**config.mk**
```make
export PLATFORM = sky130hd
export DESIGN_NAME = sharp_fifo
export DESIGN_NICKNAME = d
export VERILOG_FILES = /design/src/hw/rtl/sharp_pkg.sv /design/src/hw/rtl/sharp_fifo.sv
export SDC_FILE = /design/constraint.sdc
export NUM_CORES = 1
export LEC_CHECK = 0
export ABC_AREA = 1
export ABC_CLOCK_PERIOD_IN_PS = 3460
export BUFFER_PORTS_ARGS = -buffer_cell sky130_fd_sc_hd__buf_2
export CAP_MARGIN = 20
export CORE_MARGIN = 2
export CORE_UTILIZATION = 50
export CTS_BUF_LIST = sky130_fd_sc_hd__clkbuf_4 sky130_fd_sc_hd__clkbuf_8 sky130_fd_sc_hd__clkbuf_16
export DETAILED_ROUTE_END_ITERATION = 10
export PLACE_DENSITY_LB_ADDON = 0.1
export SYNTH_ARGS = -nofsm -noshare
export SYNTH_HDL_FRONTEND = slang
export SYNTH_SLANG_ARGS = --single-unit
```
**constraint.sdc**
```tcl
create_clock -name aclk -period 3.46 [get_ports aclk]
set_clock_uncertainty 0.15 [all_clocks]
set_input_delay 0.519 -clock aclk [delete_from_list [all_inputs] [get_ports aclk]]
set_output_delay 0.519 -clock aclk [all_outputs]
set_load 0.05 [all_outputs]
```
**src/hw/rtl/sharp_pkg.sv**
```systemverilog
package sharp_pkg;

    localparam int ROW_W              = 12;
    localparam int COL_W              = 11;
    localparam int CFG_W              = 12;
    localparam int CFG_IDX_W          = 2;
    localparam int PIX_W              = 24;
    localparam int MAX_LINE_WIDTH_DEF = 2048;

    localparam int QUEUE_DEPTH = 4;
    localparam int QPTR_W      = $clog2(QUEUE_DEPTH);
    localparam int QCNT_W      = $clog2(QUEUE_DEPTH + 1);

    localparam logic [CFG_W-1:0] FRAME_ROWS_RST = 12'd480;
    localparam logic [CFG_W-1:0] FRAME_COLS_RST = 12'd640;

    // bit positions in the emit mask, A leaves first
    localparam int EMIT_A = 3;  // (r-1, c-1)
    localparam int EMIT_B = 2;  // (r-1, c)
    localparam int EMIT_C = 1;  // (r,   c-1)
    localparam int EMIT_D = 0;  // (r,   c)

    typedef enum logic [CFG_IDX_W-1:0] {
        REG_FRAME_ROWS = 2'd0,
        REG_FRAME_COLS = 2'd1
    } sharp_reg_t;

    typedef struct packed {
        logic [7:0] in_red;
        logic [7:0] in_green;
        logic [7:0] in_blue;
    } sharp_in_t;

    typedef struct packed {
        logic [7:0]       out_red;
        logic [7:0]       out_green;
        logic [7:0]       out_blue;
        logic [ROW_W-1:0] out_row;
        logic [COL_W-1:0] out_col;
        logic             run_last;
    } sharp_out_t;

    typedef struct packed {
        logic [7:0] blue;
        logic [7:0] green;
        logic [7:0] red;
    } rgb_t;

    typedef struct packed {
        logic [3:0]       emit;
        rgb_t             px_a;
        rgb_t             px_b;
        rgb_t             px_c;
        rgb_t             px_d;
        logic [ROW_W-1:0] row;
        logic [COL_W-1:0] col;
    } sharp_entry_t;

    typedef struct packed {
        logic              valid;
        logic [QCNT_W-1:0] count;
    } sharp_qstat_t;

endpackage

```
**src/hw/rtl/sharp_fifo.sv**
```systemverilog
module sharp_fifo (
    input  logic                    aclk,
    input  logic                    aresetn,
    input  logic                    push,
    input  sharp_pkg::sharp_entry_t push_entry,
    input  logic                    pop,
    output sharp_pkg::sharp_entry_t head,
    output sharp_pkg::sharp_qstat_t q_stat
);

    sharp_pkg::sharp_entry_t            slot_reg [sharp_pkg::QUEUE_DEPTH];
    logic [sharp_pkg::QPTR_W-1:0]       wr_ptr_reg;
    logic [sharp_pkg::QPTR_W-1:0]       rd_ptr_reg;
    logic [sharp_pkg::QCNT_W-1:0]       count_reg;
    logic [sharp_pkg::QPTR_W-1:0]       wr_ptr_next;
    logic [sharp_pkg::QPTR_W-1:0]       rd_ptr_next;

    assign wr_ptr_next = (wr_ptr_reg == sharp_pkg::QPTR_W'(sharp_pkg::QUEUE_DEPTH - 1)) ?
                         '0 : wr_ptr_reg + sharp_pkg::QPTR_W'(1);
    assign rd_ptr_next = (rd_ptr_reg == sharp_pkg::QPTR_W'(sharp_pkg::QUEUE_DEPTH - 1)) ?
                         '0 : rd_ptr_reg + sharp_pkg::QPTR_W'(1);

    always_ff @(posedge aclk) begin
        if (!aresetn) begin
            wr_ptr_reg <= '0;
            rd_ptr_reg <= '0;
            count_reg  <= '0;
        end else begin
            if (push) begin
                wr_ptr_reg <= wr_ptr_next;
            end
            if (pop) begin
                rd_ptr_reg <= rd_ptr_next;
            end
            case ({push, pop})
                2'b10:   count_reg <= count_reg + sharp_pkg::QCNT_W'(1);
                2'b01:   count_reg <= count_reg - sharp_pkg::QCNT_W'(1);
                default: count_reg <= count_reg;
            endcase
        end
    end

    always_ff @(posedge aclk) begin
        if (push) begin
            slot_reg[wr_ptr_reg] <= push_entry;
        end
    end

    assign head         = slot_reg[rd_ptr_reg];
    assign q_stat.valid = (count_reg != '0);
    assign q_stat.count = count_reg;

endmodule

```
==> out/results.tsv <==
stage	metric	value	unit
synth	yosysMostFrequentCell	edfxtp_1	
clocking	cts_buffers	51	
timing	tns	0	ns
placement	gp_congestion	0.7085	
clocking	cts_buffer_depth	3	
global_route	overflow	0	
timing	slew_headroom	41.69	%
pwr	peakVddDrop	0.5027	mV
setup_path	endpoint	head[59]	
synth	synth_warnings	0	
setup_path	cp_slowest_cell	inv_8	
placement	hpwl	21900	um
timing	finalHoldViolCount	0	
setup_path	worst-path-buf-inv	3	
drt	drt-met1-wl	17610	um
floorplan	dieHeight	199.4	um
setup_path	r2r_cells	5	
setup_path	r2r-end	slot_reg[3][64]	
timing	fmax	0.3320	GHz
synth	netlist_area	19090	um2
timing	fin_crit	3.012	ns
synth	yosys.area.top_type_share	77.37	%
synth	async_reset_ff_share	0	%
synth	syn_nets	1383	
clocking	cts_htree_levels	2	
clocking	clkSlewWorstSetupHoldPaths	0.06	ns
setup_path	reg2reg_slack	1.20	ns
setup_path	endpoint_kind	output pin	
setup_path	cpPeakStageDelay	0.45	ns
setup_path	crit_family	buffers and inverters	
setup_path	cp_max_fo	95	
pwr	p_leak	8.314	nW
pwr	pwr_density_cell	619.5	nW/um2
synth	seq_area_frac_synth	78.32	%
worst_hold_path	hp-class	primary input to flip-flop	
cells_and_area	largest_reg_flops	492	
floorplan	die_area	39770	um2
clocking	root_buffer	clkbuf_16	
synth	avgSynthCellArea	15.29	um2
clocking	clkLatencyLatePin	0.58	ns
timing	post-route-period-util	87.06	%
timing	rsz0062_at_grt	no	
synth	yosysTopAreaCell	edfxtp_1	
timing	drv_slew	0	
drt	met2WireLength	20530	um
timing	holdWs	0.03752	ns
setup_path	r2r_start	wr_ptr_reg[0]	
cells_and_area	drive_above_1_share	26.69	%
clocking	cts_tree	done	
synth	yosys_most_used_dff	edfxtp_1	
placement	numPortBuffers	253	
global_route	grt_pass1_wl	63580	um
synth	synth_cell_types	23	
timing	setup_viol_count_final	0	
setup_path	path_class	flip-flop to output pin	
global_route	track_usage	20.88	%
cells_and_area	fin_area	23610	um2
drt	routed_wirelength	41500	um
floorplan	ioPinCount	254	
global_route	grt_start_max_net_pins	135	
floorplan	dieWidth	199.4	um
placement	place_area	20740	um2
drt	post_drt_wl_per_cell	19.13	um
cells_and_area	post-route-util	62.68	%
synth	synth_edf_count	492	
timing	worst_pin_slew	0.8747	ns
drt	dr.pass1.iters	5	
setup_path	cp_cell_sequence	inv_8, buf_12, nor2_1, o22ai_1, buf_2	
setup_path	arrival	2.34	ns
setup_path	cp.depth	5	
global_route	antenna_found_initial	3	
cells_and_area	area_growth	23.65	%
cells_and_area	layout.nets	1749	
drt	vias	11475	
cells_and_area	final_cells	2170	
floorplan	std_cell_rows	71	
synth	yosys-top-cells-area	edfxtp_1, nor2_1, o21ai_0, o21ai_1, o22ai_1	
drt	ant_nets	0	
setup_path	cp-start-kind	flip-flop	
flow_run	cap_viol_max_count	0	
drt	first_iter_violations	694	
setup_path	cp.required	2.79	ns
drt	highest_layer	met4	
synth	ys_ff_latch	501	
synth	synthTopCellsByCount	edfxtp_1, nor2_1, o21ai_0, o21ai_1, o22ai_1	
status	status	complete, no violations	
global_route	grt_pass1_vias	11465	
synth	netlist_instances	1249	
floorplan	initial_utilization	50.69	%
drt	vias_per_cell	5.288	
floorplan	core	37670	um2
drt	dr_wl_met3	2499	um
drt	drc_errors	0	
placement	dpl.cell_count	1952	
clocking	cts.sinks	501	
routing by layer:
metal	GRT usage, %	vias up
li1	-	5469
met1	27.07	5652
met2	35.29	300
met3	4.624	54
met4	6.584	0
met5	0	-
how the worst min path moves through the flow:
stage                         startpoint         endpoint  slack [ns]  depth (start not counted)
after floorplan            rd_ptr_reg[0]        flip-flop        0.32                          2
after global placement      count_reg[2]     count_reg[2]        0.36                          2
after detailed placement   rd_ptr_reg[0]        flip-flop        0.37                          2
after CTS                 push_entry[63]  slot_reg[2][63]       0.002                          1
after global routing      push_entry[63]  slot_reg[0][63]        0.02                          1
final                     push_entry[63]  slot_reg[2][63]        0.04                          1
cell usage in the layout (no fill, tap or decap), types with 7 or more instances in the layout:
cell type,netlist,final
o21ai_0,130,130
inv_1,13,9
clkinv_1,0,12
o22ai_1,83,83
nor2_1,216,216
dfxtp_1,9,7
dlygate4sd3_1,0,121
nand2_1,11,11
buf_4,9,7
clkbuf_16,0,51
buf_12,5,12
o21ai_1,120,120
buf_2,28,253
edfxtp_1,492,492
nor2_2,40,40
o22ai_2,40,40
clkbuf_4,0,12
clkinv_2,0,8
power breakdown:
group          leakage, nW  switching [mW]  internal [mW]
Sequential            4.59          0.0839           6.99
Clock                0.826            2.18           3.16
Combinational         2.89            1.64          0.571
repair_timing:
action / 4_1_cts / 5_1_grt
hold buffers: 121 / 0
resized for setup: 0 / 0
setup buffers: 0 / 0
endpoints found under the hold margin: 484 / 0
worst register-to-register path, delay by kind of cell, from the launching register on:
kind,cells,cell delay [ns]
adders and majority gates,1,0.16
DFF,1,0.39
buffers and inverters,3,1.15
and+or+nand+nor,1,0.08
cells by family after synthesis:
kind of cell	Yosys count	synth area share [%]
DFF	501	78.32
buffers and inverters	95	3.335
xor gates and xnor gates	1	0.04588
AOI/OAI and AO/OA	376	11.97
and+or+nand+nor	269	5.832
adders and majority gates	7	0.4980
final cells by class:
type	count	area [um2]
tap	511	639.4
sequential	501	14960
fill	2907	14060
multi-input combinational	653	3503
antenna	3	7.507
clock inverter	28	239.0
inverter	15	81.33
clock buffer	66	1408
timing repair buffer	393	2770
stage by stage:
step / power [mW] / worst slack, ns
after global routing: 15.16 / 0.3114
final: 14.63 / 0.4477
after detailed placement: 9.319 / 1.030
after floorplan: 8.729 / 0.3913
after global placement: 9.296 / 1.027
after CTS: 14.80 / 0.4061
(Power assumes the default switching activity.)
