<file path="src/hw/rtl/sharp_pkg.sv">
package sharp_pkg;

    localparam int ROW_W              = 12;
    localparam int COL_W              = 11;
    localparam int CFG_W              = 12;
    localparam int CFG_IDX_W          = 2;
    localparam int PIX_W              = 24;
    localparam int MAX_LINE_WIDTH_DEF = 2048;

    localparam int QUEUE_DEPTH = 4;
    localparam int QPTR_W      = $clog2(QUEUE_DEPTH);
    localparam int QCNT_W      = $clog2(QUEUE_DEPTH + 1);

    localparam logic [CFG_W-1:0] FRAME_ROWS_RST = 12'd480;
    localparam logic [CFG_W-1:0] FRAME_COLS_RST = 12'd640;

    // bit positions in the emit mask, A leaves first
    localparam int EMIT_A = 3;  // (r-1, c-1)
    localparam int EMIT_B = 2;  // (r-1, c)
    localparam int EMIT_C = 1;  // (r,   c-1)
    localparam int EMIT_D = 0;  // (r,   c)

    typedef enum logic [CFG_IDX_W-1:0] {
        REG_FRAME_ROWS = 2'd0,
        REG_FRAME_COLS = 2'd1
    } sharp_reg_t;

    typedef struct packed {
        logic [7:0] in_red;
        logic [7:0] in_green;
        logic [7:0] in_blue;
    } sharp_in_t;

    typedef struct packed {
        logic [7:0]       out_red;
        logic [7:0]       out_green;
        logic [7:0]       out_blue;
        logic [ROW_W-1:0] out_row;
        logic [COL_W-1:0] out_col;
        logic             run_last;
    } sharp_out_t;

    typedef struct packed {
        logic [7:0] blue;
        logic [7:0] green;
        logic [7:0] red;
    } rgb_t;

    typedef struct packed {
        logic [3:0]       emit;
        rgb_t             px_a;
        rgb_t             px_b;
        rgb_t             px_c;
        rgb_t             px_d;
        logic [ROW_W-1:0] row;
        logic [COL_W-1:0] col;
    } sharp_entry_t;

    typedef struct packed {
        logic              valid;
        logic [QCNT_W-1:0] count;
    } sharp_qstat_t;

endpackage

</file>
<file path="src/hw/rtl/sharp_back.sv">
module sharp_back (
    input  logic                    aclk,
    input  logic                    aresetn,
    input  sharp_pkg::sharp_qstat_t q_stat,
    input  sharp_pkg::sharp_entry_t head,
    output logic                    pop,
    output logic                    m_valid,
    input  logic                    m_ready,
    output sharp_pkg::sharp_out_t   m_data
);

    sharp_pkg::sharp_entry_t     cur_reg;
    logic                        cur_valid_reg;
    logic                        m_valid_reg;
    sharp_pkg::sharp_out_t       m_data_reg;

    logic [3:0]                  rest;
    sharp_pkg::rgb_t             res_px;
    logic [sharp_pkg::ROW_W-1:0] res_row;
    logic [sharp_pkg::COL_W-1:0] res_col;
    logic                        last;
    logic                        load_out;

    // pick the next pending result of the current entry, raster order
    always_comb begin
        rest    = cur_reg.emit;
        res_px  = cur_reg.px_d;
        res_row = cur_reg.row;
        res_col = cur_reg.col;
        if (cur_reg.emit[sharp_pkg::EMIT_A]) begin
            rest[sharp_pkg::EMIT_A] = 1'b0;
            res_px  = cur_reg.px_a;
            res_row = cur_reg.row - sharp_pkg::ROW_W'(1);
            res_col = cur_reg.col - sharp_pkg::COL_W'(1);
        end else if (cur_reg.emit[sharp_pkg::EMIT_B]) begin
            rest[sharp_pkg::EMIT_B] = 1'b0;
            res_px  = cur_reg.px_b;
            res_row = cur_reg.row - sharp_pkg::ROW_W'(1);
        end else if (cur_reg.emit[sharp_pkg::EMIT_C]) begin
            rest[sharp_pkg::EMIT_C] = 1'b0;
            res_px  = cur_reg.px_c;
            res_col = cur_reg.col - sharp_pkg::COL_W'(1);
        end else begin
            rest[sharp_pkg::EMIT_D] = 1'b0;
        end
        last = (rest == '0);
    end

    assign load_out = cur_valid_reg && (!m_valid_reg || m_ready);
    assign pop      = q_stat.valid && (!cur_valid_reg || (load_out && last));

    always_ff @(posedge aclk) begin
        if (!aresetn) begin
            cur_valid_reg <= 1'b0;
            m_valid_reg   <= 1'b0;
        end else begin
            if (pop) begin
                cur_valid_reg <= 1'b1;
            end else if (load_out && last) begin
                cur_valid_reg <= 1'b0;
            end
            if (load_out) begin
                m_valid_reg <= 1'b1;
            end else if (m_ready) begin
                m_valid_reg <= 1'b0;
            end
        end
    end

    always_ff @(posedge aclk) begin
        if (pop) begin
            cur_reg <= head;
        end else if (load_out) begin
            cur_reg.emit <= rest;
        end
        if (load_out) begin
            m_data_reg.out_red   <= res_px.red;
            m_data_reg.out_green <= res_px.green;
            m_data_reg.out_blue  <= res_px.blue;
            m_data_reg.out_row   <= res_row;
            m_data_reg.out_col   <= res_col;
            m_data_reg.run_last  <= last;
        end
    end

    assign m_valid = m_valid_reg;
    assign m_data  = m_data_reg;

endmodule
</file>
<file path="config.mk">
export PLATFORM = sky130hd
export DESIGN_NAME = sharp_back
export DESIGN_NICKNAME = d
export VERILOG_FILES = /design/src/hw/rtl/sharp_pkg.sv /design/src/hw/rtl/sharp_back.sv
export SDC_FILE = /design/constraint.sdc
export NUM_CORES = 1
export LEC_CHECK = 0
export ABC_CLOCK_PERIOD_IN_PS = 11100
export BUFFER_PORTS_ARGS = -buffer_cell sky130_fd_sc_hd__clkbuf_2
export CAP_MARGIN = 20
export CORE_UTILIZATION = 29
export CTS_CLUSTER_SIZE = 28
export DETAILED_ROUTE_END_ITERATION = 6
export GPL_TIMING_DRIVEN = 0
export PLACE_DENSITY_LB_ADDON = 0.1
export SLEW_MARGIN = 20
export SYNTH_ARGS = -nofsm -noshare
export SYNTH_HDL_FRONTEND = slang
export SYNTH_SLANG_ARGS = --single-unit
</file>
<file path="constraint.sdc">
create_clock -name aclk -period 11.1 [get_ports aclk]
set_input_delay 1.11 -clock aclk [delete_from_list [all_inputs] [get_ports aclk]]
set_output_delay 1.11 -clock aclk [all_outputs]
set_load 0.05 [all_outputs]
</file>
==> results of run 1 <==
per-layer routing:
layer / track usage (%) / routed length (um) / up-vias
met5: 0 / 0 / -
met4: 5.30 / 200 / 0
met3: 4.73 / 1150 / 15
met2: 20.2 / 6550 / 135
met1: 15.4 / 6160 / 1786
li1: - / - / 1878
worst max-delay path, delay by kind of cell (launching register included):
kind	cells	cell delay (ps)
AND/OR/NAND/NOR	3	730
buffers and inverters	4	1420
flip-flops	1	420
where the power goes:
| group | internal [mW] | switching, mW | total, mW |
|---|---|---|---|
| Sequential | 0.791 | 0.0192 | 0.810 |
| Combinational | 0.0658 | 0.148 | 0.213 |
| Clock | 0.330 | 0.241 | 0.572 |
| Total | 1.19 | 0.408 | 1.59 |
cell usage in the layout (no fill, tap or decap), types with 9 or more instances in the layout:
cell type	n
sky130_fd_sc_hd__clkbuf_2	176
sky130_fd_sc_hd__edfxtp_1	171
sky130_fd_sc_hd__nor2_1	33
sky130_fd_sc_hd__o21ai_0	30
sky130_fd_sc_hd__nand2_1	28
sky130_fd_sc_hd__mux2i_1	25
sky130_fd_sc_hd__a21oi_1	24
sky130_fd_sc_hd__clkbuf_16	17
sky130_fd_sc_hd__xor2_1	13
sky130_fd_sc_hd__clkbuf_1	11
sky130_fd_sc_hd__inv_1	9
worst paths after layout:
path	from	depth (start not counted)	end	slack [ps]
min	cur_reg[111]$_DFFE_PP_	2	m_data[24]$_DFFE_PP_	530
min reg2reg	cur_reg[111]$_DFFE_PP_	2	m_data[24]$_DFFE_PP_	530
max reg2reg	cur_reg[121]$_DFFE_PP_	6	cur_reg[29]$_DFFE_PP_	8510
max	cur_reg[121]$_DFFE_PP_	7	pop	6970
cells by family after synthesis:
| group | Yosys count | synth area share, % |
|---|---|---|
| AOI/OAI and AO/OA | 66 | 5.62 |
| xor gates and xnor gates | 19 | 2.57 |
| adders and majority gates | 3 | 0.541 |
| buffers and inverters | 25 | 1.56 |
| DFF | 173 | 79.9 |
| muxes | 25 | 3.86 |
| and+or+nand+nor | 84 | 5.93 |
layout make-up:
type / instances / area share (%)
sequential: 173 / 61.9
multi-input combinational: 197 / 14.4
timing repair buffer: 179 / 11.5
clock buffer: 21 / 5.27
tap: 280 / 4.19
clock inverter: 11 / 1.41
buffer: 15 / 0.763
inverter: 10 / 0.509
==> impl_summary.log, run 1 <==
INFO  metric outcome = complete, no violations
INFO  metric cts-htree-levels = 4
INFO  metric synth_seq_area_share = 79.9%
INFO  metric dp_worst_setup_slack = 7060 ps
INFO  metric grt_pass1_wl = 20900 um
INFO  metric antenna_cells = 0
INFO  metric placement.io_buffers = 176
INFO  metric report.final.slew_viol_count = 0
INFO  metric synth_largest_type_area_fraction = approximately four fifths
INFO  metric asyncSetResetFlopFracSynth = 0%
INFO  metric remaining_overflow_grt = 0
INFO  metric areaGrowthSynthToFinish = 29.1%
INFO  metric tritoncts = built
INFO  metric design.portCount = between 150 and 200
INFO  metric dp_cells = 854
INFO  metric avgRoutedWirePerCell = about 16 um
INFO  metric mappedNetlistArea = 6480 um^2
INFO  metric via_count_of_the_first_global_routing_pass = 3880
INFO  metric n_fill_cell = 2113
INFO  metric yosys_most_used_dff = sky130_fd_sc_hd__edfxtp_1
INFO  metric grt_max_degree = 63
INFO  metric end_kind = output port
INFO  metric grt_antenna_before_repair = 0
INFO  metric synth_warnings = 0
INFO  metric total_power = 1.59 mW
INFO  metric tritoncts_num_sinks = 173
INFO  metric post_cts_resize_count = 0
INFO  metric layout.core_utilization = about two fifths
INFO  metric cts.path.max_buffers = 2
INFO  metric final_hold_viol_count = 0
INFO  metric syn_nets = between 500 and 600
INFO  metric dr.pass1.iters = 4
INFO  metric finalClockSkew = 8.78 ps
INFO  metric synth_seq_cells = 173
INFO  metric largest_register_ff_count = around 120
INFO  metric drt_first_iter_violations = roughly 170
INFO  metric setup-violations-final = 0
INFO  metric final_cell_area = 8360 um^2
INFO  metric worst-endpoint-required = 9990 ps
INFO  metric max-vdd-ir-drop = 0.0000956 V
INFO  metric grtUsageTotal = 12.7%
INFO  metric ant_nets = 0
INFO  metric cts_buffers = 17
INFO  metric die_area = 22900 um^2
INFO  metric design.core.area = 21900 um^2
INFO  metric number_of_drc_violations_after_detailed_routing = 0
INFO  metric fin_crit_sh = 37.2%
INFO  metric timing.critical_path.slowest_stage_cell = sky130_fd_sc_hd__inv_6
INFO  metric cts_hold_fix_bufs = 0
INFO  metric fp-row-count = between 50 and 60
INFO  metric critPathMaxFanout = 62
INFO  metric period_minus_slack = 4130 ps
INFO  metric sequential_cell_area = 5170 um^2
INFO  metric yosys-top-cells-area = sky130_fd_sc_hd__edfxtp_1 79%, sky130_fd_sc_hd__mux2i_1 3.9%, sky130_fd_sc_hd__o21ai_0 2.3%
INFO  metric start_kind = flop
INFO  metric number_of_synthesized_flops_with_an_enable_pin = roughly 170
INFO  metric drv_cap = 0
INFO  metric worstPathCellList = buf_2 -> or3_1 -> nand4_1 -> nand3_1 -> inv_6 -> buf_16 -> clkbuf_2
INFO  metric final_critical_path_setup_slack = 6970 ps
INFO  metric yosys.cell_types.count = 36
INFO  metric stdcell_count = 886
INFO  metric synth_area_per_cell = roughly 16 um^2
INFO  metric num_vias = around 3800
INFO  metric initial_core_util = ~30%
INFO  metric timing.critical_path.slowest_cell_delay = 500 ps
INFO  metric area_of_the_multi_input_gates = about 1200 um^2
INFO  metric critical_path_arrival = 3020 ps
INFO  metric worst_hold_class = reg -> reg
INFO  metric commonest_cells_in_the_netlist = 171 x sky130_fd_sc_hd__edfxtp_1, 33 x sky130_fd_sc_hd__nor2_1, 30 x sky130_fd_sc_hd__o21ai_0, 28 x sky130_fd_sc_hd__nand2_1, 25 x sky130_fd_sc_hd__mux2i_1
INFO  metric synth_top_cell_by_area = sky130_fd_sc_hd__edfxtp_1
INFO  metric whs = 528 ps
INFO  metric syn-instance-count = 395
INFO  metric maxClockFrequency = 242 MHz
INFO  metric post-synth-top-count-cell = sky130_fd_sc_hd__edfxtp_1
INFO  metric gp_congestion = ~0.75
INFO  metric timing.max_slew.rel_slack = between 50% and 60%
INFO  metric post_dp_cell_area = 7800 um^2
INFO  metric die_height = 151 um
INFO  metric total_routed_wirelength = 14100 um
INFO  metric clk_pin_slew = 60 ps
INFO  metric final_layout_size_suffix_gt1_share = 35.3%
INFO  metric dpl.hpwl = slightly below 10000 um
INFO  metric rsz0062_at_grt = no
INFO  metric worst-slew-pin-transition = 722 ps
INFO  metric power.static_leakage = around 3.3 nW
INFO  metric clock_latency = 420 ps
INFO  metric die_w = 151 um
INFO  metric post-cts-setup-buffer-count = 0
INFO  metric avg_vias_per_cell = around 4.3
INFO  metric setup_tns = 0 ps
INFO  metric worstSetupPathType = reg -> out
INFO  metric num-nets-final = 725
INFO  metric p_per_area = 191 nW/um^2
INFO  metric cts_root_buf = sky130_fd_sc_hd__clkbuf_16
Note: power is estimated with default switching activity, not from simulation.
==> run 2: changes to the inputs <==
--- a/config.mk
+++ b/config.mk
@@ -5,7 +5,8 @@
 export SDC_FILE = /design/constraint.sdc
 export NUM_CORES = 1
 export LEC_CHECK = 0
-export ABC_CLOCK_PERIOD_IN_PS = 11100
+export ABC_AREA = 1
+export ABC_CLOCK_PERIOD_IN_PS = 3500
 export BUFFER_PORTS_ARGS = -buffer_cell sky130_fd_sc_hd__clkbuf_2
 export CAP_MARGIN = 20
 export CORE_UTILIZATION = 29
==> constraint.sdc (replaced) <==
create_clock -name aclk -period 3.5 [get_ports aclk]
set_input_delay 0.35 -clock aclk [delete_from_list [all_inputs] [get_ports aclk]]
set_output_delay 0.35 -clock aclk [all_outputs]
set_load 0.05 [all_outputs]
==> impl_summary.log, run 2 <==
INFO  metric grt_pass1_wl = 23000 um
INFO  metric globalRouteMet1Util = between 10% and 20%
INFO  metric placement.io_buffers = 176
INFO  metric failing_checks = DRC
INFO  metric avgRoutedWirePerCell = 16.1 um
INFO  metric yosys-top-cells-area = sky130_fd_sc_hd__edfxtp_1 78%, sky130_fd_sc_hd__nor2_1 3.9%, sky130_fd_sc_hd__o311ai_1 3.2%
INFO  metric fin_crit_sh = 91.1%
INFO  metric worst-slew-pin-transition = roughly 690 ps
INFO  metric stdcell_count = approximately 930
INFO  metric grtUsageTotal = 13.4%
INFO  metric yosys_most_used_dff = sky130_fd_sc_hd__edfxtp_1
INFO  metric timing.max_slew.rel_slack = between 50% and 60%
INFO  metric ant_nets = 0
INFO  metric design.portCount = 180
INFO  metric maxClockFrequency = 314 MHz
INFO  metric synth_seq_cells = around 170
INFO  metric grt_antenna_before_repair = 0
INFO  metric yosys.cell_types.count = 31
INFO  metric start_kind = flop
INFO  metric final_hold_viol_count = 0
INFO  metric min_delay_worst_endpoint = cur_reg[53]$_DFFE_PP_
INFO  metric finalClockSkew = 9.64 ps
INFO  metric worst_hold_start = head[53]
INFO  metric num_vias = just over 4000
INFO  metric cts.path.max_buffers = 2
INFO  metric cts_buffers = 17
INFO  metric end_kind = output port
INFO  metric setup-violations-final = 0
INFO  metric outcome = complete, but fails checks
INFO  metric cts-htree-levels = 4
INFO  metric timing.critical_path.slowest_stage_cell = sky130_fd_sc_hd__edfxtp_1
INFO  metric avg_vias_per_cell = 4.36
INFO  metric synth_area_per_cell = between 10 and 15 um^2
INFO  metric cts_root_buf = sky130_fd_sc_hd__clkbuf_16
INFO  metric dr.pass1.iters = 7
INFO  metric design.core.area = 22000 um^2
INFO  metric use_met2 = between 20% and 30%
INFO  metric worstSetupPathType = reg -> out
INFO  metric die_w = 152 um
INFO  metric cp_num_buf_inv = 4
INFO  metric post-cts-setup-buffer-count = 0
INFO  metric worstPathCellList = buf_4 -> nor2_8 -> nand2_1 -> nand2_1 -> nand3_1 -> nand2_2 -> nand2_2 -> inv_6 -> buf_16 -> clkbuf_2
INFO  metric dpl.hpwl = roughly 9800 um
INFO  metric global_route.usage.met3 = just under 5%
INFO  metric power.static_leakage = approximately 3.4 nW
INFO  metric worst-r2r-cell-count = 9
INFO  metric largest_register_ff_count = about 120
INFO  metric areaGrowthSynthToFinish = 28.7%
INFO  metric report.final.slew_viol_count = 0
INFO  metric cts_hold_fix_bufs = 0
INFO  metric via_count_of_the_first_global_routing_pass = 4155
INFO  metric post-synth-top-count-cell = sky130_fd_sc_hd__edfxtp_1
INFO  metric synth_seq_area_share = between 70 and 80%
INFO  metric rsz0062_at_grt = no
INFO  metric cpLargestDelayFamily = buffers and inverters
INFO  metric dp_cells = 896
INFO  metric period_minus_slack = 3190 ps
INFO  metric p_per_area = 630 nW/um^2
INFO  metric syn-instance-count = 439
INFO  metric syn_nets = 571
INFO  metric drt_first_iter_violations = 200
INFO  metric worstHoldPathCells = 1
INFO  metric antenna_cells = 0
INFO  metric worst-endpoint-required = 3150 ps
INFO  metric max-vdd-ir-drop = 0.000231 V
INFO  metric regToRegEndpoint = cur_reg[113]$_DFFE_PP_
INFO  metric number_of_synthesized_flops_with_an_enable_pin = ~170
INFO  metric layout.core_utilization = 38.3%
INFO  metric critPathMaxFanout = ~80
INFO  metric num-nets-final = 767
INFO  metric gp_congestion = 0.742
INFO  metric clock_latency = 420 ps
INFO  metric die_height = about 150 um
INFO  metric drv_cap = 0
INFO  metric clk_pin_slew = 80 ps
INFO  metric initial_core_util = between 20 and 30%
INFO  metric globalRoute.busiestLayer = met2
INFO  metric post_cts_resize_count = 0
INFO  metric tritoncts_num_sinks = 173
INFO  metric r2r_start = cur_reg[122]$_SDFFCE_PN0P_
INFO  metric worst_hold_class = in -> reg
INFO  metric critical_path_arrival = 2840 ps
INFO  metric commonest_cells_in_the_netlist = 171 x sky130_fd_sc_hd__edfxtp_1, 69 x sky130_fd_sc_hd__nor2_1, 55 x sky130_fd_sc_hd__nand2_1, 31 x sky130_fd_sc_hd__nand3_1, 24 x sky130_fd_sc_hd__o311ai_1
INFO  metric asyncSetResetFlopFracSynth = 0%
INFO  metric critical_path_cell_count = 10
INFO  metric timing.critical_path.slowest_cell_delay = roughly 360 ps
INFO  metric mappedNetlistArea = 6570 um^2
INFO  metric tritoncts = built
INFO  metric final_layout_size_suffix_gt1_share = ~36%
INFO  metric r2r_setup_slack = 1080 ps
INFO  metric synth_warnings = 0
INFO  metric final_common_cell = sky130_fd_sc_hd__clkbuf_2
INFO  metric die_area = 23200 um^2
INFO  metric total_routed_wirelength = 14900 um
INFO  metric grt_max_degree = 83
INFO  metric number_of_drc_violations_after_detailed_routing = 6
INFO  metric fp-row-count = 54
INFO  metric synth_top_cell_by_area = sky130_fd_sc_hd__edfxtp_1
INFO  metric most-common-layout-cells = 176 x sky130_fd_sc_hd__clkbuf_2, 171 x sky130_fd_sc_hd__edfxtp_1, 69 x sky130_fd_sc_hd__nor2_1
INFO  metric total_power = ~5.3 mW
INFO  metric synth_largest_type_area_fraction = 78.2%
INFO  metric remaining_overflow_grt = 0
run 2: cell types whose count changed after synthesis, moves of 5 or more:
cell / before / now
sky130_fd_sc_hd__nand2_1: 28 / 55
sky130_fd_sc_hd__inv_1: 10 / 23
sky130_fd_sc_hd__o21ai_0: 30 / 1
sky130_fd_sc_hd__a21oi_1: 24 / 3
sky130_fd_sc_hd__xnor2_1: 6 / 1
sky130_fd_sc_hd__o311ai_1: 0 / 24
sky130_fd_sc_hd__nand3_1: 1 / 31
sky130_fd_sc_hd__mux2i_1: 25 / 0
sky130_fd_sc_hd__nor2_1: 33 / 69
run 2: stage by stage:
step / setup WS (ps) / hold slack (ps) / setup TNS [ps] / instance area, um^2
3_5_place_dp: 719 / 521 / 0 / 7830
4_1_cts: 253 / 65.2 / 0 / 8450
5_1_grt: 70.9 / 59.9 / 0 / 8450
6_report: 313 / 86.0 / 0 / 8450
2_1_floorplan: 536 / 449 / 0 / 6570
3_3_place_gp: -541 / 510 / -9640 / 7800
run 2: how the worst max path moves through the flow:
stage,from,to
global route,cur_reg[122]$_SDFFCE_PN0P_,pop
finish,cur_reg[122]$_SDFFCE_PN0P_,pop
detailed placement,cur_reg[122]$_SDFFCE_PN0P_,pop
global placement,cur_reg[122]$_SDFFCE_PN0P_,pop
CTS,cur_reg[122]$_SDFFCE_PN0P_,pop
floorplan,cur_reg[122]$_SDFFCE_PN0P_,cur_reg[0]$_DFFE_PP_
run 2: metal layers:
layer | up-vias | wire length, um
met3 | 14 | 1180
met1 | 1905 | 6240
li1 | 1995 | -
met2 | 130 | 7330
met4 | 0 | 178
met5 | - | 0
run 2: cell families (layout without fill, tap and decap cells):
logic type / count (synthesis) / after routing / synth area share (%)
AOI/OAI and AO/OA: 29 / 29 / 3.75
DFF: 173 / 173 / 78.8
and+or+nand+nor: 176 / 176 / 12.2
adders and majority gates: 2 / 2 / 0.381
xor gates and xnor gates: 15 / 15 / 2.00
buffers and inverters: 44 / 253 / 2.84
run 2: final cells by class:
class / count / area (um^2)
multi-input cells: 222 / 1200
well taps: 280 / 350
plain buffers: 15 / 72.6
flip-flops and latches: 173 / 5170
fillers: 2104 / 13600
clock buffers: 17 / 425
inverters: 29 / 121
repair buffers: 177 / 908
clock inverters: 15 / 190
run 2: worst register-to-register path: stages, from the launching register on:
cell	delay (ps)
sky130_fd_sc_hd__edfxtp_1	360
sky130_fd_sc_hd__buf_4	200
sky130_fd_sc_hd__nor2_8	190
sky130_fd_sc_hd__nand2_1	70
sky130_fd_sc_hd__nand2_1	80
sky130_fd_sc_hd__nand3_1	90
sky130_fd_sc_hd__nand2_2	110
sky130_fd_sc_hd__nand2_2	130
sky130_fd_sc_hd__inv_6	340
sky130_fd_sc_hd__buf_16	350
run 2: power breakdown:
part	internal [mW]	switching (mW)
registers	2.53	0.0593
clock network	1.04	0.909
logic	0.212	0.578
total	3.78	1.55
==> run 3: changes to the inputs <==
--- a/config.mk
+++ b/config.mk
@@ -8,8 +8,8 @@
 export ABC_AREA = 1
 export ABC_CLOCK_PERIOD_IN_PS = 3500
 export BUFFER_PORTS_ARGS = -buffer_cell sky130_fd_sc_hd__clkbuf_2
-export CAP_MARGIN = 20
-export CORE_UTILIZATION = 29
+export CAP_MARGIN = 10
+export CORE_UTILIZATION = 45
 export CTS_CLUSTER_SIZE = 28
 export DETAILED_ROUTE_END_ITERATION = 6
 export GPL_TIMING_DRIVEN = 0
==> impl_summary.log, run 3 (synthesized netlist as in run 2, its figures left out) <==
INFO  metric via_count_of_the_first_global_routing_pass = 3968
INFO  metric setup_tns = 0 ps
INFO  metric cp_num_buf_inv = 4
INFO  metric min_delay_worst_endpoint = cur_reg[60]$_DFFE_PP_
INFO  metric total_routed_wirelength = 13100 um
INFO  metric power.static_leakage = between 3 and 4 nW
INFO  metric cts_root_buf = sky130_fd_sc_hd__clkbuf_16
INFO  metric die_w = 123 um
INFO  metric final_cell_area = 8290 um^2
INFO  metric cpLargestDelayFamily = buffers and inverters
INFO  metric design.core.area = approximately 14000 um^2
INFO  metric worstPathCellList = buf_4 -> nor2_8 -> nand2_1 -> nand2_1 -> nand3_1 -> nand2_2 -> nand2_2 -> inv_6 -> buf_16 -> clkbuf_2
INFO  metric cts_buffers = 17
INFO  metric initial_core_util = 46.8%
INFO  metric dp_cells = 797
INFO  metric maxClockFrequency = 318 MHz
INFO  metric finalClockSkew = 6.88 ps
INFO  metric areaGrowthSynthToFinish = 26.2%
INFO  metric worstHoldPathCells = 1
INFO  metric n_fill_cell = between 1000 and 1500
INFO  metric dr.pass1.iters = 4
INFO  metric max-vdd-ir-drop = 0.000359 V
INFO  metric avg_vias_per_cell = around 5
INFO  metric stdcell_count = 829
INFO  metric grt_pass1_wl = 19700 um
INFO  metric grtUsageTotal = 18.3%
INFO  metric critical_path_arrival = 2800 ps
INFO  metric worst_hold_start = head[60]
INFO  metric post-cts-setup-buffer-count = 0
INFO  metric outcome = complete, no violations
INFO  metric clk_pin_slew = 70 ps
INFO  metric setup-violations-final = 0
INFO  metric fin_crit_sh = between 80 and 90%
INFO  metric avgRoutedWirePerCell = 15.8 um
INFO  metric remaining_overflow_grt = 0
INFO  metric timing.critical_path.slowest_stage_cell = sky130_fd_sc_hd__inv_6
INFO  metric dpl.hpwl = between 8000 and 9000 um
INFO  metric timing.max_slew.rel_slack = 59.7%
INFO  metric gp_congestion = 0.778
INFO  metric p_per_area = 622 nW/um^2
INFO  metric cts.path.max_buffers = 2
INFO  metric worst-endpoint-required = approximately 3200 ps
INFO  metric sequential_cell_area = 5170 um^2
INFO  metric antenna_cells = 0
INFO  metric grt_antenna_before_repair = 0
INFO  metric cts-htree-levels = 4
INFO  metric r2r_setup_slack = 1140 ps
INFO  metric die_height = approximately 120 um
INFO  metric final_layout_size_suffix_gt1_share = 36.1%
INFO  metric dp_worst_setup_slack = around 800 ps
INFO  metric critPathMaxFanout = 73
INFO  metric number_of_drc_violations_after_detailed_routing = 0
INFO  metric area_of_the_multi_input_gates = 1200 um^2
INFO  metric tritoncts = built
INFO  metric worst-slew-pin-transition = 604 ps
INFO  metric post_dp_cell_area = 7720 um^2
INFO  metric final_critical_path_setup_slack = 351 ps
INFO  metric start_kind = flop
INFO  metric largest_register_ff_count = 123
INFO  metric num-nets-final = 768
INFO  metric final_hold_viol_count = 0
INFO  metric grt_max_degree = 74
INFO  metric r2r_start = cur_reg[122]$_SDFFCE_PN0P_
INFO  metric most-common-layout-cells = 176 x sky130_fd_sc_hd__clkbuf_2, 171 x sky130_fd_sc_hd__edfxtp_1, 69 x sky130_fd_sc_hd__nor2_1
INFO  metric cts_hold_fix_bufs = 0
INFO  metric placement.io_buffers = 176
INFO  metric design.portCount = 180
INFO  metric report.final.slew_viol_count = 0
INFO  metric drt_first_iter_violations = around 290
INFO  metric num_vias = 4057
INFO  metric drv_cap = 0
INFO  metric fp-row-count = 43
INFO  metric worst_hold_class = in -> reg
INFO  metric worstSetupPathType = reg -> out
INFO  metric period_minus_slack = 3150 ps
INFO  metric die_area = approximately 15000 um^2
INFO  metric rsz0062_at_grt = no
INFO  metric clock_latency = between 400 and 500 ps
INFO  metric post_cts_resize_count = 0
INFO  metric end_kind = output port
INFO  metric ant_nets = 0
INFO  metric final_common_cell = sky130_fd_sc_hd__clkbuf_2
INFO  metric regToRegEndpoint = cur_reg[85]$_DFFE_PP_
INFO  metric tritoncts_num_sinks = 173
INFO  metric timing.critical_path.slowest_cell_delay = 370 ps
INFO  metric worst-r2r-cell-count = 9
==> run 3: cell types whose count changed in the layout (fill, tap and decap cells not counted), sizes merged <==
cell / before / now
buf: 10 / 11
clkbuf: 199 / 200
clkinv: 6 / 4
clkinvlp: 0 / 4
inv: 37 / 34
==> run 3: worst max path at each step <==
stage	from	slack, ps	to	depth (start not counted)
2_1_floorplan	cur_reg[122]$_SDFFCE_PN0P_	540	cur_reg[0]$_DFFE_PP_	8
3_3_place_gp	cur_reg[122]$_SDFFCE_PN0P_	-380	pop	9
3_5_place_dp	cur_reg[122]$_SDFFCE_PN0P_	780	pop	10
4_1_cts	cur_reg[122]$_SDFFCE_PN0P_	320	pop	10
5_1_grt	cur_reg[122]$_SDFFCE_PN0P_	140	pop	10
6_report	cur_reg[122]$_SDFFCE_PN0P_	350	pop	10
==> run 3: layer usage <==
layer / track usage, % / share of wire [%] / up-vias
met3: 7.81 / 8.6 / 14
li1: - / - / 1993
met2: 30.3 / 51 / 144
met1: 21.1 / 39 / 1906
met4: 7.01 / 1.4 / 0
met5: 0 / 0 / -
==> run 3: per-stage QoR <==
step / util [%] / power (mW) / hold WS (ps)
after floorplan: - / 3.16 / 449
after global placement: 54.6 / 3.40 / 514
after detailed placement: 55.0 / 3.42 / 512
after CTS: 59.0 / 5.19 / 78.2
after global routing: 59.0 / 5.36 / 70.3
final: 59.0 / 5.15 / 95.0
==> run 3: report_power, final <==
group          total (mW)  switching [mW]  internal, mW
combinational       0.780           0.564         0.216
clock                1.78           0.792         0.990
sequential           2.59          0.0582          2.53
total                5.15            1.41          3.74
==> run 3: final cells by class <==
| cell class | instances | share of cell area (%) |
|---|---|---|
| Buffer | 15 | 0.876 |
| Clock buffer | 18 | 5.18 |
| Clock inverter | 14 | 1.60 |
| Inverter | 29 | 1.43 |
| Multi-Input combinational cell | 222 | 14.5 |
| Sequential cell | 173 | 62.5 |
| Tap cell | 180 | 2.72 |
| Timing Repair Buffer | 178 | 11.2 |
